$ cat config.mk
export PLATFORM = sky130hd
export DESIGN_NAME = rgb_to_hsl_convert_core
export DESIGN_NICKNAME = d
export VERILOG_FILES = /design/src/hw/rtl/rthc_pkg.sv /design/src/hw/rtl/rthc_front.sv /design/src/hw/rtl/rthc_div.sv /design/src/hw/rtl/rgb_to_hsl_convert_core.sv
export SDC_FILE = /design/constraint.sdc
export NUM_CORES = 2
export LEC_CHECK = 0
export ABC_CLOCK_PERIOD_IN_PS = 14600
export BUFFER_PORTS_ARGS = -buffer_cell sky130_fd_sc_hd__buf_4
export CAP_MARGIN = 20
export CORE_MARGIN = 2
export CORE_UTILIZATION = 64
export CTS_BUF_LIST = sky130_fd_sc_hd__clkbuf_4
export DETAILED_ROUTE_END_ITERATION = 10
export GPL_ROUTABILITY_DRIVEN = 0
export PLACE_DENSITY = 0.81
export SLEW_MARGIN = 20
export SYNTH_ARGS = -nofsm -noshare
export SYNTH_HDL_FRONTEND = slang
export SYNTH_SLANG_ARGS = --single-unit
$ cat constraint.sdc
create_clock -name clk_i -period 14.6 [get_ports clk_i]
set_input_delay 0.73 -clock clk_i [delete_from_list [all_inputs] [get_ports clk_i]]
set_output_delay 0.73 -clock clk_i [all_outputs]
set_load 0.005 [all_outputs]
$ cat src/hw/rtl/rthc_pkg.sv
// ----------------------------------------------------------------------------
// rthc_pkg
// Types and constants shared by the RGB to HSL conversion pipeline.
// ----------------------------------------------------------------------------
package rthc_pkg;

  localparam int CH_W       = 16;
  localparam int THR_W      = 16;
  localparam int DIV_W      = CH_W + 3;
  localparam int DIV_STEP   = 2;
  localparam int DIV_STAGES = (CH_W + DIV_STEP - 1) / DIV_STEP;
  localparam int FRONT_STG  = 3;
  localparam int NSTG       = FRONT_STG + DIV_STAGES + 1;

  localparam logic [CH_W-1:0] CH_FULL = {CH_W{1'b1}};

  typedef enum logic [1:0] {
    SEC_RED,
    SEC_GREEN,
    SEC_BLUE
  } rthc_sector_e;

  typedef struct packed {
    logic [CH_W-1:0] red;
    logic [CH_W-1:0] green;
    logic [CH_W-1:0] blue;
  } rthc_pixel_t;

  typedef struct packed {
    logic [CH_W-1:0] hue;
    logic [CH_W-1:0] saturation;
    logic [CH_W-1:0] lightness;
  } rthc_hsl_t;

  typedef struct packed {
    logic [CH_W-1:0]  light;
    logic             gray;
    logic [CH_W-1:0]  sat_hi;
    logic [CH_W-1:0]  sat_lo;
    logic [CH_W-1:0]  sat_den;
    logic [DIV_W-1:0] hue_num;
    logic [DIV_W-1:0] hue_den;
  } rthc_prep_t;

endpackage

$ cat src/hw/rtl/rthc_front.sv
// ----------------------------------------------------------------------------
// rthc_front
// Three register stages: max/min and sector, spread and sum, then
// lightness, gray flag and the operands of both dividers.
// ----------------------------------------------------------------------------
module rthc_front (
  input  logic                           clk_i,
  input  logic [rthc_pkg::FRONT_STG-1:0] en_i,
  input  rthc_pkg::rthc_pixel_t          pixel_i,
  input  logic [rthc_pkg::CH_W-1:0]      thr_i,
  output rthc_pkg::rthc_prep_t           prep_o
);
  import rthc_pkg::*;

  localparam int SW = DIV_W + 1;

  logic [CH_W-1:0] mx_d, mx_q, mn_d, mn_q;
  rthc_sector_e    seca_d, seca_q, secb_q;
  logic [CH_W:0]   difa_d, difa_q, difb_q;
  logic [CH_W-1:0] spread_d, spread_q;
  logic [CH_W:0]   sum_d, sum_q;
  rthc_prep_t      prep_d, prep_q;

  logic [DIV_W-1:0]  s6, off;
  logic [SW-1:0]     num_s;
  logic [2*CH_W-1:0] nsat;
  logic [CH_W:0]     two_full;

  // stage A
  always_comb begin
    logic [CH_W-1:0] r, g, b;
    r = pixel_i.red;
    g = pixel_i.green;
    b = pixel_i.blue;
    if (r >= g && r >= b) begin
      seca_d = SEC_RED;
      mx_d   = r;
      difa_d = {1'b0, g} - {1'b0, b};
    end else if (g >= b) begin
      seca_d = SEC_GREEN;
      mx_d   = g;
      difa_d = {1'b0, b} - {1'b0, r};
    end else begin
      seca_d = SEC_BLUE;
      mx_d   = b;
      difa_d = {1'b0, r} - {1'b0, g};
    end
    if (r <= g && r <= b) begin
      mn_d = r;
    end else if (g <= b) begin
      mn_d = g;
    end else begin
      mn_d = b;
    end
  end

  // stage B
  assign spread_d = mx_q - mn_q;
  assign sum_d    = {1'b0, mx_q} + {1'b0, mn_q};

  // stage C
  assign two_full = {CH_FULL, 1'b0};
  assign nsat     = {spread_q, {CH_W{1'b0}}} - {{CH_W{1'b0}}, spread_q};
  assign s6       = DIV_W'({spread_q, 2'b00}) + DIV_W'({spread_q, 1'b0});

  always_comb begin
    case (secb_q)
      SEC_RED:   off = difb_q[CH_W] ? s6 : '0;
      SEC_GREEN: off = DIV_W'({spread_q, 1'b0});
      SEC_BLUE:  off = DIV_W'({spread_q, 2'b00});
      default:   off = '0;
    endcase
  end

  assign num_s = {1'b0, off} + {{(SW-CH_W-1){difb_q[CH_W]}}, difb_q};

  always_comb begin
    prep_d.light   = sum_q[CH_W:1];
    prep_d.gray    = (spread_q <= thr_i);
    prep_d.sat_hi  = nsat[2*CH_W-1:CH_W];
    prep_d.sat_lo  = nsat[CH_W-1:0];
    prep_d.sat_den = (sum_q > {1'b0, CH_FULL}) ? CH_W'(two_full - sum_q)
                                                : sum_q[CH_W-1:0];
    prep_d.hue_num = num_s[DIV_W-1:0];
    prep_d.hue_den = s6;
  end

  always_ff @(posedge clk_i) begin
    if (en_i[0]) begin
      mx_q   <= mx_d;
      mn_q   <= mn_d;
      seca_q <= seca_d;
      difa_q <= difa_d;
    end
    if (en_i[1]) begin
      spread_q <= spread_d;
      sum_q    <= sum_d;
      secb_q   <= seca_q;
      difb_q   <= difa_q;
    end
    if (en_i[2]) begin
      prep_q <= prep_d;
    end
  end

  assign prep_o = prep_q;

endmodule

$ cat src/hw/rtl/rthc_div.sv
// ----------------------------------------------------------------------------
// rthc_div
// Pipelined restoring divider: DIV_STEP quotient bits per register stage.
// Requires num_hi_i < den_i; the quotient then fits in CH_W bits.
// ----------------------------------------------------------------------------
module rthc_div (
  input  logic                            clk_i,
  input  logic [rthc_pkg::DIV_STAGES-1:0] en_i,
  input  logic [rthc_pkg::DIV_W-1:0]      num_hi_i,
  input  logic [rthc_pkg::CH_W-1:0]       num_lo_i,
  input  logic [rthc_pkg::DIV_W-1:0]      den_i,
  output logic [rthc_pkg::CH_W-1:0]       quo_o
);
  import rthc_pkg::*;

  logic [DIV_W-1:0] rem_q [DIV_STAGES];
  logic [CH_W-1:0]  wrd_q [DIV_STAGES];
  logic [DIV_W-1:0] den_q [DIV_STAGES];

  for (genvar k = 0; k < DIV_STAGES; k++) begin : g_stage
    logic [DIV_W-1:0] rem_in, den_in, rem_d;
    logic [CH_W-1:0]  wrd_in, wrd_d;

    if (k == 0) begin : g_first
      assign rem_in = num_hi_i;
      assign wrd_in = num_lo_i;
      assign den_in = den_i;
    end else begin : g_next
      assign rem_in = rem_q[k-1];
      assign wrd_in = wrd_q[k-1];
      assign den_in = den_q[k-1];
    end

    always_comb begin
      logic [DIV_W:0] t;
      logic           q;
      rem_d = rem_in;
      wrd_d = wrd_in;
      for (int s = 0; s < DIV_STEP; s++) begin
        if (k * DIV_STEP + s < CH_W) begin
          t = {rem_d, wrd_d[CH_W-1]};
          if (t >= {1'b0, den_in}) begin
            t = t - {1'b0, den_in};
            q = 1'b1;
          end else begin
            q = 1'b0;
          end
          rem_d = t[DIV_W-1:0];
          wrd_d = {wrd_d[CH_W-2:0], q};
        end
      end
    end

    always_ff @(posedge clk_i) begin
      if (en_i[k]) begin
        rem_q[k] <= rem_d;
        wrd_q[k] <= wrd_d;
        den_q[k] <= den_in;
      end
    end
  end

  assign quo_o = wrd_q[DIV_STAGES-1];

endmodule

$ cat src/hw/rtl/rgb_to_hsl_convert_core.sv
// ----------------------------------------------------------------------------
// rgb_to_hsl_convert_core
// RGB to HSL pixel conversion with programmable gray threshold.
//
//   channel  | valid        | stall        | data
//   ---------+--------------+--------------+--------------------------
//   input    | in_valid_i   | in_stall_o   | in_pixel_i  (red/green/blue)
//   output   | out_valid_o  | out_stall_i  | out_hsl_o   (hue/sat/light)
//   config   | cfg_we_i     | -            | cfg_wdata_i (gray threshold)
//
// One word per cycle sustained while out_stall_i is low. The NSTG (12)
// stages are three front stages, the two parallel 8-stage dividers and
// the output register. Each stage advances when it is empty or the next
// one advances, so bubbles fill while the output is stalled. Reset empties
// the pipeline and clears the threshold to zero.
// ----------------------------------------------------------------------------
module rgb_to_hsl_convert_core (
  input  logic                              clk_i,
  input  logic                              rst_ni,
  input  logic                              cfg_we_i,
  input  logic [rthc_pkg::THR_W-1:0]        cfg_wdata_i,
  input  logic                              in_valid_i,
  output logic                              in_stall_o,
  input  rthc_pkg::rthc_pixel_t             in_pixel_i,
  output logic                              out_valid_o,
  input  logic                              out_stall_i,
  output rthc_pkg::rthc_hsl_t               out_hsl_o
);
  import rthc_pkg::*;

  logic [CH_W-1:0] thr_d, thr_q;
  logic [NSTG-1:0] v_d, v_q;
  logic [NSTG:0]   rdy;
  rthc_prep_t      prep;
  logic [CH_W-1:0] sat_quo, hue_quo;
  logic [CH_W-1:0] lt_q [DIV_STAGES];
  logic            gy_q [DIV_STAGES];
  rthc_hsl_t       hsl_d, hsl_q;

  assign thr_d = cfg_we_i ? CH_W'(cfg_wdata_i) : thr_q;

  always_comb begin
    rdy[NSTG] = !out_stall_i;
    for (int k = NSTG - 1; k >= 0; k--) begin
      rdy[k] = !v_q[k] || rdy[k+1];
    end
    for (int k = 0; k < NSTG; k++) begin
      if (!rdy[k]) begin
        v_d[k] = v_q[k];
      end else if (k == 0) begin
        v_d[k] = in_valid_i;
      end else begin
        v_d[k] = v_q[k-1];
      end
    end
  end

  always_ff @(posedge clk_i or negedge rst_ni) begin
    if (!rst_ni) begin
      thr_q <= '0;
      v_q   <= '0;
    end else begin
      thr_q <= thr_d;
      v_q   <= v_d;
    end
  end

  rthc_front u_front (
    .clk_i   (clk_i),
    .en_i    (rdy[FRONT_STG-1:0]),
    .pixel_i (in_pixel_i),
    .thr_i   (thr_q),
    .prep_o  (prep)
  );

  rthc_div u_div_sat (
    .clk_i    (clk_i),
    .en_i     (rdy[FRONT_STG +: DIV_STAGES]),
    .num_hi_i (DIV_W'(prep.sat_hi)),
    .num_lo_i (prep.sat_lo),
    .den_i    (DIV_W'(prep.sat_den)),
    .quo_o    (sat_quo)
  );

  rthc_div u_div_hue (
    .clk_i    (clk_i),
    .en_i     (rdy[FRONT_STG +: DIV_STAGES]),
    .num_hi_i (prep.hue_num),
    .num_lo_i ('0),
    .den_i    (prep.hue_den),
    .quo_o    (hue_quo)
  );

  for (genvar k = 0; k < DIV_STAGES; k++) begin : g_side
    logic [CH_W-1:0] lt_in;
    logic            gy_in;

    if (k == 0) begin : g_first
      assign lt_in = prep.light;
      assign gy_in = prep.gray;
    end else begin : g_next
      assign lt_in = lt_q[k-1];
      assign gy_in = gy_q[k-1];
    end

    always_ff @(posedge clk_i) begin
      if (rdy[FRONT_STG + k]) begin
        lt_q[k] <= lt_in;
        gy_q[k] <= gy_in;
      end
    end
  end

  always_comb begin
    hsl_d.lightness  = lt_q[DIV_STAGES-1];
    hsl_d.hue        = gy_q[DIV_STAGES-1] ? '0 : hue_quo;
    hsl_d.saturation = gy_q[DIV_STAGES-1] ? '0 : sat_quo;
  end

  always_ff @(posedge clk_i) begin
    if (rdy[NSTG-1]) begin
      hsl_q <= hsl_d;
    end
  end

  assign in_stall_o  = !rdy[0];
  assign out_valid_o = v_q[NSTG-1];
  assign out_hsl_o   = hsl_q;

`ifndef SYNTHESIS
  a_stall_full: assert property (@(posedge clk_i) disable iff (!rst_ni)
    in_stall_o |-> (&v_q) && out_stall_i)
    else $error("input stalled with a bubble in the pipeline");

  a_accept_lands: assert property (@(posedge clk_i) disable iff (!rst_ni)
    in_valid_i && !in_stall_o |=> v_q[0])
    else $error("accepted word not captured in first stage");

  a_front_to_div: assert property (@(posedge clk_i) disable iff (!rst_ni)
    v_q[FRONT_STG-1] && rdy[FRONT_STG] |=> v_q[FRONT_STG])
    else $error("word lost between front end and dividers");

  a_zero_den_gray: assert property (@(posedge clk_i) disable iff (!rst_ni)
    v_q[FRONT_STG-1] && prep.sat_den == '0 |-> prep.gray)
    else $error("zero saturation divisor on a non-gray pixel");
`endif

endmodule

Word level (Yosys, flattened, before mapping). Memories as Yosys holds them, arrays and structs flattened. A register that Yosys moved wholly into a read port is not among the register bits. Index checks and enable logic that the tools add are counted. Widths: inputs -> output; s select.

Add/subtract/negate cells: 41. Magnitude comparators: 40. Eq/ne operators: 2. Multiplexer cells: 90. Reduce and logical (&&, ||, !) cells: 29.

Operator list (count): $mux 19 (33); $ge 20x19->1 (30); $sub 19x19->19 (30); $mux 16 (5); $le 16x16->1 (4); $pmux 19 s3 (1); $sub 16x16->17 (3); $ge 16x16->1 (3); $mux 1 (48); $mux 17 (2); $sub 32x16->32 (1); $ge 20x16->1 (1); $add 18x17->19 (1); $add 19x19->19 (1); $sub 19x16->19 (1); $sub 17x16->18 (1); $add 16x16->17 (1); $ge 17x16->1 (1); $gt 17x16->1 const B (1); $sub 16x16->16 (1); $sub 16x16->16 const A (1); $logic_not 1->1 (14); $logic_or 1x1->1 (12); $eq 2x1->1 const B (1); other kinds (4) (5).

Flip-flop bits (word level): 234. Memory bits (writable): 1000. Input bits: 69. Output and inout port bits: 50. Logic and storage cells: 238. Memories kept: 8.

Memories: u_div_hue.den_q (depth 8, width 19, rd ports 7, clocked after Yosys merged registers in 0, wr ports 8, RTL line rthc_div.sv:18) `logic [DIV_W-1:0] den_q [DIV_STAGES];`; u_div_hue.rem_q (depth 8, width 19, rd ports 7, clocked after Yosys merged registers in 0, wr ports 8, RTL line rthc_div.sv:16) `logic [DIV_W-1:0] rem_q [DIV_STAGES];`; u_div_sat.den_q (depth 8, width 19, rd ports 7, clocked after Yosys merged registers in 0, wr ports 8, RTL line rthc_div.sv:18); u_div_sat.rem_q (depth 8, width 19, rd ports 7, clocked after Yosys merged registers in 0, wr ports 8, RTL line rthc_div.sv:16); lt_q (depth 8, width 16, rd ports 8, clocked after Yosys merged registers in 1, wr ports 8, RTL line rgb_to_hsl_convert_core.sv:36) `logic [CH_W-1:0] lt_q [DIV_STAGES];`; u_div_hue.wrd_q (depth 8, width 16, rd ports 8, clocked after Yosys merged registers in 1, wr ports 8, RTL line rthc_div.sv:17) `logic [CH_W-1:0] wrd_q [DIV_STAGES];`; 2 more memories.

Longest topological paths before layout.
Word-level depth: 14. Gate-level depth with buffers: 28.

Hierarchy. Synthesis repeated with hierarchy kept, for this count alone.

Cell total of the unflattened synthesis: 7145. Area, all modules: 79095.9 µm².

Modules (own cells, without submodules): rthc_div at u_div_sat (times used 1, cells each 2780, area each 29087.9 µm², seq. area each 11831.3 µm²); rthc_div at u_div_hue (times used 1, cells each 2700, area each 28937.8 µm², seq. area each 11831.3 µm²); rthc_front (times used 1, cells each 1367, area each 14211.1 µm², seq. area each 6035.8 µm²); rgb_to_hsl_convert_core (times used 1, cells each 298, area each 6859.1 µm², seq. area each 6226.0 µm²).

Least setup slack after synthesis. Ideal clock, no wire load.

Path type: input to register. Start: in out_stall_i. End: reg u_front.difa_q[0] (enable). Arrival: 7.974 ns. Path slack: 6.139 ns. Cell stages on the path: 9. Buffers on the path: 0. Cells stage by stage: and3_1 -> inv_1 -> nor2_1 -> and2_1 -> nand3_1 -> nor2_1 -> nand3_1 -> nor2_1 -> inv_1.

Word-level cells in the longest chain between the ends: 13.

Ends and longest elaborated chain: start: declaration (RTL line rgb_to_hsl_convert_core.sv:26) `input logic out_stall_i,`; $logic_not 1->1 (RTL line rgb_to_hsl_convert_core.sv:43) `rdy[NSTG] = !out_stall_i;`; $logic_or 1x1->1 (2 in a row) (RTL line rgb_to_hsl_convert_core.sv:45) `rdy[k] = !v_q[k] || rdy[k+1];`; named net rdy[10] (RTL line rgb_to_hsl_convert_core.sv:33) `logic [NSTG:0] rdy;`; $logic_or 1x1->1 (6 in a row) (RTL line rgb_to_hsl_convert_core.sv:45); named net rdy[4] (RTL line rgb_to_hsl_convert_core.sv:33); $logic_or 1x1->1 (3 in a row) (RTL line rgb_to_hsl_convert_core.sv:45); named net rdy[1] (RTL line rgb_to_hsl_convert_core.sv:33); $logic_or 1x1->1 (RTL line rgb_to_hsl_convert_core.sv:45); end signal: assignment (RTL line rthc_front.sv:93) `difa_q <= difa_d;`; end: declaration (RTL line rthc_front.sv:19) `logic [CH_W:0] difa_d, difa_q, difb_q;`.

The timed path passes the listed nets, and every way through them passes these cells. A chain may end at the register's enable or synchronous reset.

==> out/qor.yml <==
final_layout:
  layout-drive-gt1-share_pct: 12.9
  mostFrequentLayoutCells: "1061 x edfxtp_1, 683 x ha_1, 564 x inv_1"
  ff_latch_area_sq_mm: 0.0326
  n_fill_cell: 7756
  area_delta_synth_final_pct: 9.67
  final_nets: 7856
  multi_input_area_sq_mm: 0.0362
  final_common_cell: "edfxtp_1"
clocking:
  post_cts_buffers: 0
  cts_sinks: 1089
  numCtsBuffers: 293
  ctsResizeCount: 0
  cts_tree: "done"
  clockRootBuffer: "clkbuf_4"
  cts_buffer_depth: 4
  insertion_delay_ns: 1.22
  cts_max_level: 5
  clk_pin_slew_ns: 0.06
logic_synthesis:
  syn-num-nets: 7447
  synth_edf_count: 1061
  synth_flop_cell: "edfxtp_1"
  synth_area_sq_mm: 0.0713
  ys_ff_latch: 1089
  syn_area_per_cell_sq_um: 10.7
  synth_top_area_share_pct: 44.7
  synth.distinct_cells: 99
  synthTopCellsByArea: "edfxtp_1 45%, ha_1 12%, xnor2_1 4.5%"
  async_flop_share_pct: 2.57
  synthCells: 6664
  yosysWarnings: 0
  synth-seq-area-share_pct: 45.6
  synth_top_area_cell: "edfxtp_1"
min_path:
  min_delay_path_depth: 3
  hold_path.class: "in -> reg"
  hold_start: "in_pixel_i[0]"
grt:
  first_global_vias: 52500
  grt_use_met1_pct: 30.4
  grt_pass1_wl_microns: 253000
  grt_max_degree: 72
  grt-ovfl-total: 0
  use_met3_pct: 4.43
  top_usage_layer: "met2"
  grt_use_total_pct: 27.5
  antenna_found_initial: 1
  grtUsageMet2_pct: 49.4
worst_setup_path:
  start_kind: "flip-flop"
  cp_max_fo: 30
  cpMostUsedCell: "a21oi_1"
  reg2regPathDepth: 23
  cp-startpoint: "u_front.prep_o[55]"
  r2r-start: "u_front.prep_o[55]"
  cp-end-kind: "flip-flop"
  arrival_ns: 8.14
  critPathKind: "reg -> reg"
  crit_slowest_cell: "a21o_1"
  cp.required_ns: 15.45
  cpPeakStageDelay_ns: 0.75
  path_cells: "inv_1 -> ha_1 -> nor2b_1 -> o31ai_1 -> nand2_1 -> a221o_1 -> a41o_1 -> o211ai_1 -> a21o_1 -> nor2_1 -> a21oi_1 -> inv_1 -> ha_1 -> nor2b_1 -> o31ai_1 -> a21oi_1 -> a41o_1 -> nor4_1 -> o41ai_1 -> o21ai_0 -> a21oi_1 -> a211o_1 -> mux2_2"
timing:
  fmaxAchievable_mhz: 137
  fin_skew_ns: 0.128
  slew_violations: 0
  min_period_over_period_pct: 49.9
  finalHoldViolations: 0
  worstMarginPinSlew_ns: 1.06
  finalCriticalPeriod_ns: 7.28
  relSlewSlack_pct: 28.5
  grt_setup_unrepaired: "false"
  finalSetupViolCount: 0
  finalSetupTns_ns: 0
floorplanning:
  die_h_microns: 338
  rows: 122
  io_pins: 119
  start_util_pct: 64.5
  die_area_sq_mm: 0.114
  fp.dieW_microns: 338
  coreArea_sq_mm: 0.111
drt:
  via_per_inst: 5.98
  remaining_drc_errors: 0
  first_pass_iters: 8
  wl_per_cell_microns: 18.0
  drtIter0Drc: 3412
  vias: 52200
  routed_wl_microns: 157000
  ant_nets: 0
outcome:
  outcome: "completed"
job:
  cap_violations: 0
place:
  dp_hpwl_microns: 118000
  port-buffer-count: 118
-- flip-flops by register name (all words and copies together), names as in the netlist, 17 cells and up --
signal           cells
u_front.difa_q      17
u_div_hue.rem_q    126
u_div_hue.den_q    114
u_front.prep_o      99
u_div_sat.wrd_q    124
u_div_sat.den_q    107
u_div_hue.wrd_q     72
lt_q               128
out_hsl_o           48
u_front.difb_q      17
u_div_sat.rem_q    133
-- through the flow --
| stage | std cells | setup WS [ns] | util (%) | cell area, sq um | hold slack (ns) |
|---|---|---|---|---|---|
| 2_1_floorplan | 6664 | 6.14 | - | 71300 | 0.400 |
| 3_3_place_gp | 8178 | 7.71 | 66.7 | 73900 | 0.401 |
| 3_5_place_dp | 8178 | 7.43 | 66.7 | 73900 | 0.405 |
| 4_1_cts | 8736 | 7.37 | 70.7 | 78200 | 0.00431 |
| 5_1_grt | 8739 | 6.77 | 70.7 | 78200 | 0.0909 |
| 6_report | 8739 | 7.32 | 70.7 | 78200 | 0.129 |
-- final cells by class --
type	count	area share, %
inverters	574	2.76
repair buffers	234	2.55
clock inverters	70	0.576
flip-flops and latches	1089	41.6
multi-input cells	4881	46.2
diodes	1	0.00320
well taps	1488	2.38
clock buffers	402	3.86
-- timing repair --
| action | in CTS | in global routing |
|---|---|---|
| endpoints found under the setup margin | 0 | 0 |
| endpoints found under the hold margin | 78 | 0 |
| hold buffers | 86 | 0 |
-- cell usage after synthesis (all sizes together) (36+ instances only) --
cell	number
xnor2	368
a21o	198
nor2b	123
nand2	412
o211ai	41
nor2	449
a31oi	43
buf	36
a211oi	60
nand2b	90
nor3	124
ha	683
nand4	92
nand3	77
o21bai	72
o31ai	37
o21a	98
xor2	155
mux2i	62
o21ai	415
and3	50
mux2	271
clkbuf	84
edfxtp	1061
or3	44
inv	573
a21oi	507
-- kinds of logic (layout without fill, tap and decap cells) --
| logic type | count (synthesis) | count (layout) | synth area share [%] |
|---|---|---|---|
| compound gates | 1708 | 1708 | 15.2 |
| xor+xnor | 523 | 523 | 6.42 |
| fa+ha+maj | 714 | 714 | 12.9 |
| buf+inv | 694 | 1280 | 3.76 |
| flops | 1089 | 1089 | 45.6 |
| mux | 333 | 333 | 5.19 |
| other cells | 0 | 1 | 0 |
| simple gates | 1603 | 1603 | 10.9 |
-- critical path: cells and delay by family (launching register included) --
kind | cells | cell delay (ns)
AO/OA/AOI/OAI | 13 | 4.70
adder cells (fa/ha/maj) | 2 | 0.56
buffers and inverters | 2 | 0.24
flip-flops | 1 | 0.43
multiplexers | 1 | 0.42
AND/OR/NAND/NOR | 5 | 0.66
-- layer usage --
layer | wire length (microns) | up-vias
met2 | 79500 | 1764
li1 | - | 25500
met1 | 61000 | 24500
met5 | 0 | -
met3 | 7630 | 508
met4 | 9060 | 0
-- final timing paths --
kind	slack, ns	to
min in group asynchronous	0.59	thr_q[5]
setup reg to reg	7.32	u_div_hue.rem_q[0][18]
max in group asynchronous	13.76	v_q[5]
hold reg to reg	0.35	lt_q[0][11]
setup / recovery	7.32	u_div_hue.rem_q[0][18]
hold / removal	0.13	u_front.difa_q[0]
Power is not shown: default switching activity piles up to over one toggle a cycle in this logic, so the estimate is an artifact.
